$ cat src/design/dhcprp_pkg.sv
// Shared types and constants for the DHCP request option parser.
// No dependencies; every other design file refers to this package by scoped name.
`timescale 1ns / 1ps
`default_nettype none

package dhcprp_pkg;

  localparam int unsigned FIXED_HEADER_BYTES = 236;
  localparam int unsigned MAX_MESSAGE_BYTES  = 2048;
  localparam int unsigned POS_W              = 12;

  localparam logic [31:0] MAGIC_COOKIE  = 32'h6382_5363;
  localparam logic [7:0]  OP_REQUEST    = 8'd1;
  localparam logic [7:0]  TYPE_DISCOVER = 8'd1;
  localparam logic [7:0]  TYPE_REQUEST  = 8'd3;
  localparam logic [7:0]  OPT_PAD       = 8'd0;
  localparam logic [7:0]  OPT_REQ_ADDR  = 8'd50;
  localparam logic [7:0]  OPT_MSG_TYPE  = 8'd53;
  localparam logic [7:0]  OPT_END       = 8'd255;

  localparam logic [2:0] STAT_OK        = 3'd0;
  localparam logic [2:0] STAT_BAD_OP    = 3'd1;
  localparam logic [2:0] STAT_BAD_COOKIE = 3'd2;
  localparam logic [2:0] STAT_BAD_TYPE  = 3'd3;
  localparam logic [2:0] STAT_TRUNCATED = 3'd4;

  typedef struct packed {
    logic [7:0] data_byte;
    logic       last_byte;
  } item_t;

  typedef struct packed {
    logic [2:0]  status;
    logic [7:0]  dhcp_kind;
    logic        type_present;
    logic [31:0] requested_ip;
    logic        address_present;
  } result_t;

endpackage

`default_nettype wire

$ cat src/design/dhcprp_core.sv
// Per-byte parse state machine: header, cookie and option TLV walk.
// Depends on dhcprp_pkg; emits one result on the accepted last byte.
`timescale 1ns / 1ps
`default_nettype none

module dhcprp_core (
  input  wire                  clk,
  input  wire                  rst,
  input  wire                  accept,
  input  dhcprp_pkg::item_t    item,
  output logic                 res_valid,
  output dhcprp_pkg::result_t  res
);

  typedef enum logic [2:0] {
    PH_HEADER,
    PH_COOKIE,
    PH_CODE,
    PH_LEN,
    PH_DATA,
    PH_DONE
  } phase_t;

  logic [dhcprp_pkg::POS_W-1:0] byte_position, byte_position_next;
  phase_t                       phase, phase_next;
  logic [7:0]                   current_option, current_option_next;
  logic [7:0]                   option_bytes_left, option_bytes_left_next;
  logic [7:0]                   payload_offset, payload_offset_next;
  logic [7:0]                   held_type, held_type_next;
  logic                         held_type_seen, held_type_seen_next;
  logic [31:0]                  held_address, held_address_next;
  logic                         held_address_seen, held_address_seen_next;
  logic [2:0]                   first_fault, first_fault_next;

  logic [1:0] cookie_idx;
  logic [7:0] cookie_byte;
  logic [7:0] bytes_left_dec;
  logic [7:0] b;

  assign b              = item.data_byte;
  assign cookie_idx     = 2'(byte_position - dhcprp_pkg::POS_W'(dhcprp_pkg::FIXED_HEADER_BYTES));
  assign bytes_left_dec = option_bytes_left - 8'd1;

  always_comb begin
    case (cookie_idx)
      2'd0:    cookie_byte = dhcprp_pkg::MAGIC_COOKIE[31:24];
      2'd1:    cookie_byte = dhcprp_pkg::MAGIC_COOKIE[23:16];
      2'd2:    cookie_byte = dhcprp_pkg::MAGIC_COOKIE[15:8];
      default: cookie_byte = dhcprp_pkg::MAGIC_COOKIE[7:0];
    endcase
  end

  always_comb begin
    byte_position_next     = byte_position;
    phase_next             = phase;
    current_option_next    = current_option;
    option_bytes_left_next = option_bytes_left;
    payload_offset_next    = payload_offset;
    held_type_next         = held_type;
    held_type_seen_next    = held_type_seen;
    held_address_next      = held_address;
    held_address_seen_next = held_address_seen;
    first_fault_next       = first_fault;
    res_valid              = 1'b0;
    res                    = '0;

    if (accept) begin
      if (byte_position < dhcprp_pkg::POS_W'(dhcprp_pkg::MAX_MESSAGE_BYTES)) begin
        byte_position_next = byte_position + dhcprp_pkg::POS_W'(1);
        case (phase)
          PH_HEADER: begin
            if (byte_position >= dhcprp_pkg::POS_W'(dhcprp_pkg::FIXED_HEADER_BYTES - 1)) begin
              phase_next = PH_COOKIE;
            end
            if (byte_position == '0 && b != dhcprp_pkg::OP_REQUEST) begin
              if (first_fault == dhcprp_pkg::STAT_OK) first_fault_next = dhcprp_pkg::STAT_BAD_OP;
              phase_next = PH_DONE;
            end
          end
          PH_COOKIE: begin
            if (cookie_idx == 2'd3) phase_next = PH_CODE;
            if (b != cookie_byte) begin
              if (first_fault == dhcprp_pkg::STAT_OK) begin
                first_fault_next = dhcprp_pkg::STAT_BAD_COOKIE;
              end
              phase_next = PH_DONE;
            end
          end
          PH_CODE: begin
            if (b == dhcprp_pkg::OPT_END) begin
              phase_next = PH_DONE;
            end else if (b != dhcprp_pkg::OPT_PAD) begin
              current_option_next = b;
              phase_next          = PH_LEN;
            end
          end
          PH_LEN: begin
            option_bytes_left_next = b;
            payload_offset_next    = 8'd0;
            phase_next             = (b == 8'd0) ? PH_CODE : PH_DATA;
            if (current_option == dhcprp_pkg::OPT_REQ_ADDR) begin
              // short address option is skipped without touching the held value
              if (b >= 8'd4) begin
                held_address_next      = 32'd0;
                held_address_seen_next = 1'b0;
              end else begin
                current_option_next = 8'd0;
              end
            end
          end
          PH_DATA: begin
            if (payload_offset != 8'd255) payload_offset_next = payload_offset + 8'd1;
            option_bytes_left_next = bytes_left_dec;
            if (bytes_left_dec == 8'd0) phase_next = PH_CODE;
            if (current_option == dhcprp_pkg::OPT_REQ_ADDR && payload_offset < 8'd4) begin
              held_address_next = {held_address[23:0], b};
              if (payload_offset == 8'd3) held_address_seen_next = 1'b1;
            end
            if (current_option == dhcprp_pkg::OPT_MSG_TYPE && payload_offset == 8'd0) begin
              held_type_next      = b;
              held_type_seen_next = 1'b1;
              if (b != dhcprp_pkg::TYPE_DISCOVER && b != dhcprp_pkg::TYPE_REQUEST) begin
                if (first_fault == dhcprp_pkg::STAT_OK) begin
                  first_fault_next = dhcprp_pkg::STAT_BAD_TYPE;
                end
                phase_next = PH_DONE;
              end
            end
          end
          default: begin
          end
        endcase
      end

      if (item.last_byte) begin
        res_valid = 1'b1;
        if (first_fault_next != dhcprp_pkg::STAT_OK) begin
          res.status = first_fault_next;
        end else if (phase_next inside {PH_HEADER, PH_COOKIE, PH_LEN, PH_DATA}) begin
          res.status = dhcprp_pkg::STAT_TRUNCATED;
        end else begin
          res.status = dhcprp_pkg::STAT_OK;
        end
        res.dhcp_kind       = held_type_seen_next ? held_type_next : 8'd0;
        res.type_present    = held_type_seen_next;
        res.requested_ip    = held_address_seen_next ? held_address_next : 32'd0;
        res.address_present = held_address_seen_next;

        // rearm for the next message
        byte_position_next     = '0;
        phase_next             = PH_HEADER;
        current_option_next    = 8'd0;
        option_bytes_left_next = 8'd0;
        payload_offset_next    = 8'd0;
        held_type_next         = 8'd0;
        held_type_seen_next    = 1'b0;
        held_address_next      = 32'd0;
        held_address_seen_next = 1'b0;
        first_fault_next       = dhcprp_pkg::STAT_OK;
      end
    end
  end

  always_ff @(posedge clk) begin
    if (rst) begin
      byte_position     <= '0;
      phase             <= PH_HEADER;
      current_option    <= 8'd0;
      option_bytes_left <= 8'd0;
      payload_offset    <= 8'd0;
      held_type         <= 8'd0;
      held_type_seen    <= 1'b0;
      held_address      <= 32'd0;
      held_address_seen <= 1'b0;
      first_fault       <= dhcprp_pkg::STAT_OK;
    end else begin
      byte_position     <= byte_position_next;
      phase             <= phase_next;
      current_option    <= current_option_next;
      option_bytes_left <= option_bytes_left_next;
      payload_offset    <= payload_offset_next;
      held_type         <= held_type_next;
      held_type_seen    <= held_type_seen_next;
      held_address      <= held_address_next;
      held_address_seen <= held_address_seen_next;
      first_fault       <= first_fault_next;
    end
  end

endmodule

`default_nettype wire

$ cat src/design/dhcprp_obuf.sv
// Result register with a one-entry skid stage behind it.
// Depends on dhcprp_pkg; input ready comes from the skid slot being free.
`timescale 1ns / 1ps
`default_nettype none

module dhcprp_obuf (
  input  wire                  clk,
  input  wire                  rst,
  input  wire                  push,
  input  dhcprp_pkg::result_t  push_data,
  output logic                 space,
  output logic                 result_valid,
  input  wire                  result_ready,
  output dhcprp_pkg::result_t  result
);

  logic                out_valid;
  dhcprp_pkg::result_t out_data;
  logic                skid_valid;
  dhcprp_pkg::result_t skid_data;
  logic                pop;

  assign pop          = out_valid && result_ready;
  assign space        = !skid_valid;
  assign result_valid = out_valid;
  assign result       = out_data;

  always_ff @(posedge clk) begin
    if (rst) begin
      out_valid  <= 1'b0;
      skid_valid <= 1'b0;
    end else if (!out_valid || pop) begin
      // skid and push never coincide: the input stalls while skid is full
      out_valid  <= skid_valid || push;
      skid_valid <= 1'b0;
      if (skid_valid) begin
        out_data <= skid_data;
      end else if (push) begin
        out_data <= push_data;
      end
    end else if (push) begin
      skid_valid <= 1'b1;
      skid_data  <= push_data;
    end
  end

endmodule

`default_nettype wire

$ cat src/design/dhcp_request_option_parser.sv
// DHCP request option parser: takes one message byte per cycle, reports on the last byte.
// The result is registered in the result register, or in the skid stage while that register is held by back-pressure.
// Throughput: one byte per cycle; the parse state updates in the accepting cycle.
// Input stalls only when the result register and its one-entry skid are both full.
// Reset (rst, synchronous): parser returns to the fixed header phase, no result pending.
// Depends on dhcprp_pkg, dhcprp_core and dhcprp_obuf.
`timescale 1ns / 1ps
`default_nettype none

module dhcp_request_option_parser (
  input  wire                  clk,
  input  wire                  rst,
  input  wire                  item_valid,
  output logic                 item_ready,
  input  dhcprp_pkg::item_t    item,
  output logic                 result_valid,
  input  wire                  result_ready,
  output dhcprp_pkg::result_t  result
);

  logic                accept;
  logic                core_valid;
  dhcprp_pkg::result_t core_result;
  logic                space;

  assign item_ready = space;
  assign accept     = item_valid && space;

  dhcprp_core u_core (
    .clk       (clk),
    .rst       (rst),
    .accept    (accept),
    .item      (item),
    .res_valid (core_valid),
    .res       (core_result)
  );

  dhcprp_obuf u_obuf (
    .clk          (clk),
    .rst          (rst),
    .push         (core_valid),
    .push_data    (core_result),
    .space        (space),
    .result_valid (result_valid),
    .result_ready (result_ready),
    .result       (result)
  );

endmodule

`default_nettype wire

$ cat config.mk
export PLATFORM = sky130hd
export DESIGN_NAME = dhcp_request_option_parser
export DESIGN_NICKNAME = d
export VERILOG_FILES = /design/src/design/dhcprp_pkg.sv /design/src/design/dhcprp_core.sv /design/src/design/dhcprp_obuf.sv /design/src/design/dhcp_request_option_parser.sv
export SDC_FILE = /design/constraint.sdc
export NUM_CORES = 1
export LEC_CHECK = 0
export BUFFER_PORTS_ARGS = -buffer_cell sky130_fd_sc_hd__buf_2
export CORE_MARGIN = 4
export CORE_UTILIZATION = 64
export CTS_CLUSTER_SIZE = 10
export DETAILED_ROUTE_END_ITERATION = 12
export PLACE_DENSITY = 0.88
export SETUP_SLACK_MARGIN = 0.1
export SYNTH_ARGS = -nofsm -noshare
export SYNTH_HDL_FRONTEND = slang
export SYNTH_SLANG_ARGS = --single-unit
$ cat constraint.sdc
create_clock -name clk -period 8.9 [get_ports clk]
set_input_delay 0.445 -clock clk [delete_from_list [all_inputs] [get_ports clk]]
set_output_delay 0.445 -clock clk [all_outputs]
set_load 0.1 [all_outputs]
==> results of run 1 <==
## final cells by class
cell class                      count  area share, %
Sequential cell                   176           50.9
Multi-Input combinational cell    506           35.8
Clock buffer                       21           5.41
Timing Repair Buffer               64           3.83
Tap cell                          147           2.11
Clock inverter                     11           1.22
Inverter                           18          0.777
## cells in the final DEF, fill, tap and decap left out, types with 4 or more instances in the layout
master and count:
sky130_fd_sc_hd__buf_2 59, sky130_fd_sc_hd__inv_1 17, sky130_fd_sc_hd__ha_1 8, sky130_fd_sc_hd__o21ai_1 6, sky130_fd_sc_hd__nand4_1 11, sky130_fd_sc_hd__xor2_1 13
sky130_fd_sc_hd__a21o_1 46, sky130_fd_sc_hd__mux2i_1 8, sky130_fd_sc_hd__nor2_1 114, sky130_fd_sc_hd__buf_4 5, sky130_fd_sc_hd__nand2b_1 4, sky130_fd_sc_hd__o31ai_1 4
sky130_fd_sc_hd__nor2_2 26, sky130_fd_sc_hd__nor4_1 9, sky130_fd_sc_hd__dfxtp_1 86, sky130_fd_sc_hd__nand3b_1 7, sky130_fd_sc_hd__clkinv_4 4, sky130_fd_sc_hd__and3_1 8
sky130_fd_sc_hd__a21oi_1 29, sky130_fd_sc_hd__edfxtp_1 90, sky130_fd_sc_hd__or3_1 5, sky130_fd_sc_hd__o21ai_0 12, sky130_fd_sc_hd__nor3_1 13, sky130_fd_sc_hd__nand2_1 40
sky130_fd_sc_hd__nand3_1 10, sky130_fd_sc_hd__a22oi_1 81, sky130_fd_sc_hd__clkbuf_16 17
## flip-flops by register name, summed over array words and instances (netlist names), 3 cells and up
register	count
u_obuf.skid_data	45
u_core.phase	3
u_core.first_fault	3
u_obuf.result	45
u_core.current_option	8
u_core.option_bytes_left	8
u_core.held_type	8
u_core.payload_offset	8
u_core.byte_position	12
u_core.held_address	32
## worst reg2reg max path, stage by stage (launching register included)
cell and delay, ps:
sky130_fd_sc_hd__dfxtp_1 630, sky130_fd_sc_hd__nor3b_1 1060, sky130_fd_sc_hd__and3_1 350, sky130_fd_sc_hd__and2_1 970, sky130_fd_sc_hd__a22oi_1 130, sky130_fd_sc_hd__nand2b_2 720, sky130_fd_sc_hd__nor2_1 380, sky130_fd_sc_hd__a21o_1 120
## stage by stage
stage | util [%] | area, sq um | power (W) | instances
after floorplan | - | 7830 | 0.000968 | 753
after global placement | 67.6 | 8120 | 0.000988 | 911
after detailed placement | 67.6 | 8120 | 0.000991 | 911
after CTS | 72.4 | 8700 | 0.00169 | 943
after global routing | 72.4 | 8700 | 0.00174 | 943
final | 72.4 | 8700 | 0.00169 | 943
## where the power goes
| part | switching (W) | internal (W) | total [W] |
|---|---|---|---|
| clock network | 0.000303 | 0.000409 | 0.000712 |
| logic | 0.0000860 | 0.0000263 | 0.000112 |
| registers | 0.00000682 | 0.000856 | 0.000863 |
| total | 0.000396 | 0.00129 | 0.00169 |
## per-layer routing
metal  vias to the layer above  wire, microns
met5                         -              0
met4                         0            472
met3                        51           1230
met2                       276           8760
met1                      2974           7280
li1                       2827              -
## cell families after synthesis
group                    Yosys count  synth area share [%]
AO/OA/AOI/OAI                    204                  18.4
buffers and inverters             71                  3.95
XOR/XNOR                          16                  1.79
flip-flops                       176                  56.5
adder cells (fa/ha/maj)            8                  1.28
AND/OR/NAND/NOR                  269                  17.0
multiplexers                       9                  1.17
## worst min path at each step
stage,end,depth (start not counted),from
detailed placement,u_core.first_fault[2],2,u_core.first_fault[2]
floorplan,u_core.first_fault[2],2,u_core.first_fault[2]
global placement,u_core.current_option[1],2,u_core.current_option[1]
global route,u_obuf.skid_valid,3,result_ready
CTS,u_obuf.skid_valid,3,result_ready
finish,u_obuf.skid_valid,3,result_ready
==> results.txt, run 1 <==
----------------------------------------------------
[STA]
  Max Clk Rate ... ~0.22 GHz
  Setup repair after global routing missed its margin ... false
  Number of setup violations in the final report ... 0
  Tmin final ... approximately 4500 ps
  Post-route setup slack ... around 4400 ps
  Slew Limit Fails ... 0
  Final period util ... between 50% and 60%
  Final Hold Slack ... about 380 ps
  Slew @ Worst Pin ... approximately 1300 ps
  Setup_tns ... 0 ps
  Headroom to the max-slew limit ... 15.9%
  Skew final ... between 9 and 10 ps
  Final number of hold-violating endpoints ... 0

[Routing]
  Average wire length per cell after detail routing ... between 15 and 20 microns
  DRC Markers ... 0
  Final antenna-violating net count ... 0
  Iteration-0 DRC count of the detailed router ... 670
  Vias ... 6128
  Routed Wire Length ... 17700 microns
  DRT Pass-1 Iters ... 7
  Via-to-Cell Ratio ... between 6 and 7

[Worst setup path]
  Required time of the worst setup path ... a little over 9000 ps
  Number of buffer and inverter instances along the worst setup path ... 0
  Endpoint of the worst setup timing path ... u_obuf.result[5]
  Reg-to-reg critical path endpoint ... u_obuf.result[5]
  Depth of the worst register-to-register path ... 7
  Slowest library cell on the worst path ... sky130_fd_sc_hd__nor3b_1
  R2R setup slack ... around 4400 ps
  Worst path depth ... 7
  Largest driver fanout on the critical path ... 34
  Family of cells with the greatest summed delay on the critical path ... simple AND/OR/NAND/NOR gates
  Category of the critical setup timing path ... reg -> reg
  Arrival time reported for the critical path endpoint ... roughly 4800 ps
  Peak per-stage delay on the critical path ... ~1100 ps
  Worst setup SP type ... flop
  Startpoint of the worst register-to-register path ... u_core.phase[2]
  Critical path, cell by cell ... nor3b_1 > and3_1 > and2_1 > a22oi_1 > nand2b_2 > nor2_1 > a21o_1
  Worst Setup SP ... u_core.phase[2]
  Endpoint type of the worst setup path ... flop

[Logic synthesis]
  Number of synthesis warnings ... 0
  Dominant cells by area after synthesis ... sky130_fd_sc_hd__edfxtp_1, sky130_fd_sc_hd__dfxtp_1, sky130_fd_sc_hd__a22oi_1
  Dominant synthesized flop cell ... sky130_fd_sc_hd__edfxtp_1
  Post-synth EDFFs ... 90
  Yosys top cell by area ... sky130_fd_sc_hd__edfxtp_1
  Synth Area per Inst ... ~10 sq um
  Synthesized instance count ... 753
  Most frequently used cell type in the post-synthesis netlist ... sky130_fd_sc_hd__nor2_1
  Cell variety after synth ... 59
  Flip-flop and latch count after synthesis ... approximately 180
  Register area share after synthesis ... between 50% and 60%
  Top cells by instance count after synthesis ... sky130_fd_sc_hd__nor2_1, sky130_fd_sc_hd__edfxtp_1, sky130_fd_sc_hd__dfxtp_1, sky130_fd_sc_hd__a22oi_1, sky130_fd_sc_hd__a21o_1
  Async SR Flop Fraction ... 0%
  Area share of the largest cell type after synthesis ... about a third
  Number of nets produced by synthesis ... about 770
  Cell area after technology mapping ... between 7000 and 8000 sq um

[Clock network]
  Number of hold-repair buffers added at the cts stage ... 0
  Maximum level of the CTS H-tree ... 4
  Clock Pin Slew Worst Setup and Hold Paths ... 70 ps
  Number of gates resized after cts ... 0
  Maximum clock path buffer count ... 2
  # clock sinks ... 176
  Clock buffer count from CTS ... 17
  Clock tree from TritonCTS ... done
  Cell at the root of the clock tree ... sky130_fd_sc_hd__clkbuf_16
  Insertion delay to the later sink of the worst-skew pair ... 430 ps
  Post-CTS Setup Bufs ... 0

[Layout]
  Diode insertion count for antenna repair ... 0
  Area of combinational cells with multiple inputs ... approximately 3100 sq um
  Fin nets ... between 800 and 900
  Fill count ... 823
  Share of post-route cells with drive strength above 1 ... around 17%
  Combined flip-flop and latch cell area ... about 4400 sq um
  Area added between synthesis and finish ... 11.1%

[Die]
  Boundary Pins ... 60
  Core Box Area ... between 10000 and 15000 sq um
  Cell row count ... 40
  Die span in x ... 119 microns
  Die Area ... around 14000 sq um
  Die height ... 119 microns
  Starting density of the core ... between 60% and 70%

[GRT]
  Global-route wire length before repair ... 29500 microns
  Global-route layer with the greatest usage ... met2
  Met1 global-route usage ... around 34%
  Remaining global-route overflow ... 0
  All-layer global routing usage ... around a quarter
  Number of global-route vias before repair ... roughly 5900
  Initial antenna violation count ... 0
  Largest net degree at the start of global routing ... 70
  GRT met3 Usage ... around 5.5%
  Met2 Use GR ... approximately 42%

[Power and ir drop]
  Worst IR Drop VDD ... 98.0 uV
  Leakage Power ... about 3.3 nW
  Power density normalized to cell area ... roughly 190 nW/um^2

[Worst hold path]
  Hold WC Path Type ... in -> reg

[Placed design]
  Count of input and output buffers ... 59
  Worst slack, placed ... approximately 4600 ps
  Post-DP HPWL ... 11100 microns
  Final weighted congestion in routability-driven placement ... around 0.9

[Outcome]
  Status ... completed

[Flow run]
  Reported max-cap violation count ... 0

----------------------------------------------------
Note: power is estimated with default switching activity, not from simulation.
==> run 2: changes to the inputs <==
CORE_UTILIZATION = 60   (was 64)
PLACE_DENSITY = 0.84   (was 0.88)
clock period = 4.3 ns   (was 8.9 ns; I/O delays follow)
==> run 2 against run 1 <==
First-iteration DRC count up 18%; register-to-register slack got worse by 3400 ps; clock skew down 2.2 ps; global-route usage increased by 0.097 points; non-clock buffer count up 4; critical path type unchanged; hold slack got worse by 190 ps; critical path depth increased by 2; clock power up 110%; clock-buffer cell count decreased by 4; sequential share of layout area is 0.51 points lower.
==> results.txt, run 2 (same netlist as run 1, synthesis figures left out) <==
----------------------------------------------------
[Outcome]
  Status ... completed

[STA]
  Skew final ... 7.57 ps
  Setup repair after global routing missed its margin ... false
  Post-route setup slack ... between 1000 and 1500 ps
  Setup_tns ... 0 ps
  Number of setup violations in the final report ... 0
  Final number of hold-violating endpoints ... 0
  Final Hold Slack ... between 150 and 200 ps
  Slew Limit Fails ... 0
  Tmin final ... around 3300 ps
  Max Clk Rate ... slightly above 0.3 GHz
  Headroom to the max-slew limit ... between 10% and 20%
  Final period util ... between 70% and 80%
  Slew @ Worst Pin ... between 1000 and 1500 ps

[Clock network]
  Clock buffer count from CTS ... 17
  Maximum level of the CTS H-tree ... 4
  Clock tree from TritonCTS ... done
  Cell at the root of the clock tree ... sky130_fd_sc_hd__clkbuf_16
  Insertion delay to the later sink of the worst-skew pair ... 440 ps
  Clock Pin Slew Worst Setup and Hold Paths ... 70 ps
  Post-CTS Setup Bufs ... 0
  # clock sinks ... about 180
  Number of gates resized after cts ... 0
  Number of hold-repair buffers added at the cts stage ... 0
  Maximum clock path buffer count ... 2

[Worst setup path]
  Arrival time reported for the critical path endpoint ... around 3600 ps
  Slowest library cell on the worst path ... sky130_fd_sc_hd__nand2b_2
  Required time of the worst setup path ... 4610 ps
  Most frequent CP cell ... sky130_fd_sc_hd__buf_4
  Peak per-stage delay on the critical path ... ~710 ps
  Family of cells with the greatest summed delay on the critical path ... simple AND/OR/NAND/NOR gates
  Number of buffer and inverter instances along the worst setup path ... 2
  R2R setup slack ... between 1000 and 1500 ps
  Endpoint type of the worst setup path ... flop
  Worst setup SP type ... flop
  Category of the critical setup timing path ... reg -> reg
  Largest driver fanout on the critical path ... 34
  Critical path, cell by cell ... nor3b_1 > buf_4 > and3_1 > and2_1 > buf_4 > a22oi_1 > nand2b_2 > nor2_1 > a21o_1

[Layout]
  Combined flip-flop and latch cell area ... approximately 4400 sq um
  Final Util ... 69.1%
  Area added between synthesis and finish ... 12.2%
  Share of post-route cells with drive strength above 1 ... approximately 18%
  Most frequent standard cell in the layout excluding fill and tap cells ... sky130_fd_sc_hd__nor2_1
  Area of combinational cells with multiple inputs ... roughly 3100 sq um
  Fin nets ... a little over 800
  Diode insertion count for antenna repair ... 0
  Fill count ... approximately 950
  Final design instance area without fill ... 8790 sq um
  Most frequent cells in the layout ... sky130_fd_sc_hd__nor2_1, sky130_fd_sc_hd__edfxtp_1, sky130_fd_sc_hd__dfxtp_1

[GRT]
  Remaining global-route overflow ... 0
  Global-route wire length before repair ... around 30000 microns
  Initial antenna violation count ... 0
  All-layer global routing usage ... 25.7%
  Number of global-route vias before repair ... between 5000 and 6000
  Largest net degree at the start of global routing ... between 40 and 50

[Placed design]
  Worst slack, placed ... between 1000 and 1500 ps
  Post-DP Area ... around 8200 sq um
  Post-DP HPWL ... roughly 12000 microns
  Count of input and output buffers ... 59
  Final weighted congestion in routability-driven placement ... just under 0.9

[Power and ir drop]
  Leakage Power ... about 3.3 nW
  Worst IR Drop VDD ... around 240 uV
  Power density normalized to cell area ... ~400 nW/um^2

[Routing]
  DRC Markers ... 0
  Routed Wire Length ... 18700 microns
  DRT Pass-1 Iters ... 7
  Final antenna-violating net count ... 0
  Via-to-Cell Ratio ... 6.36
  Vias ... 6181
  Iteration-0 DRC count of the detailed router ... between 700 and 800
  Average wire length per cell after detail routing ... approximately 19 microns

[Die]
  Core Box Area ... roughly 13000 sq um
  Die span in x ... roughly 120 microns
  Die Area ... between 10000 and 15000 sq um
  Die height ... between 100 and 150 microns
  Cell row count ... a little over 40
  Boundary Pins ... 60
  Starting density of the core ... about three fifths

[Flow run]
  Reported max-cap violation count ... 0

[Worst hold path]
  Hold WC Path Type ... in -> reg

----------------------------------------------------
## run 2: worst register-to-register path, cell delays in order, from the launching register on
cell and delay [ps]:
sky130_fd_sc_hd__dfxtp_1 640, sky130_fd_sc_hd__nor3b_1 240, sky130_fd_sc_hd__buf_4 200, sky130_fd_sc_hd__and3_1 250, sky130_fd_sc_hd__and2_1 140, sky130_fd_sc_hd__buf_4 340
sky130_fd_sc_hd__a22oi_1 110, sky130_fd_sc_hd__nand2b_2 710, sky130_fd_sc_hd__nor2_1 410, sky130_fd_sc_hd__a21o_1 120
## run 2: layout make-up
cell class | count | share of cell area, %
Clock buffer | 17 | 4.84
Clock inverter | 15 | 1.89
Inverter | 18 | 0.769
Multi-Input combinational cell | 506 | 35.6
Sequential cell | 176 | 50.3
Tap cell | 172 | 2.45
Timing Repair Buffer | 68 | 4.13
## run 2: metrics by stage
stage / std cells / power, W
6_report: 972 / 0.00356
5_1_grt: 972 / 0.00367
4_1_cts: 972 / 0.00357
3_5_place_dp: 940 / 0.00206
3_3_place_gp: 940 / 0.00205
2_1_floorplan: 753 / 0.00200
## run 2: final timing paths
check                         from                    end  cells past startpoint
max                u_core.phase[2]       u_obuf.result[2]                      9
min                   result_ready      u_obuf.skid_valid                      3
max reg2reg        u_core.phase[2]       u_obuf.result[2]                      9
min reg2reg  u_core.first_fault[2]  u_core.first_fault[2]                      2
## run 2: per-layer routing
| metal | track usage, % | wire [microns] |
|---|---|---|
| met4 | 10.4 | 453 |
| met2 | 43.7 | 9330 |
| met3 | 4.93 | 1340 |
| met1 | 32.5 | 7530 |
| met5 | 0 | 0 |
## run 2: power by group
group / total, W / switching [W] / internal [W]
clock network: 0.00153 / 0.000707 / 0.000827
logic: 0.000239 / 0.000182 / 0.0000565
registers: 0.00178 / 0.0000140 / 0.00177
total: 0.00356 / 0.000903 / 0.00265
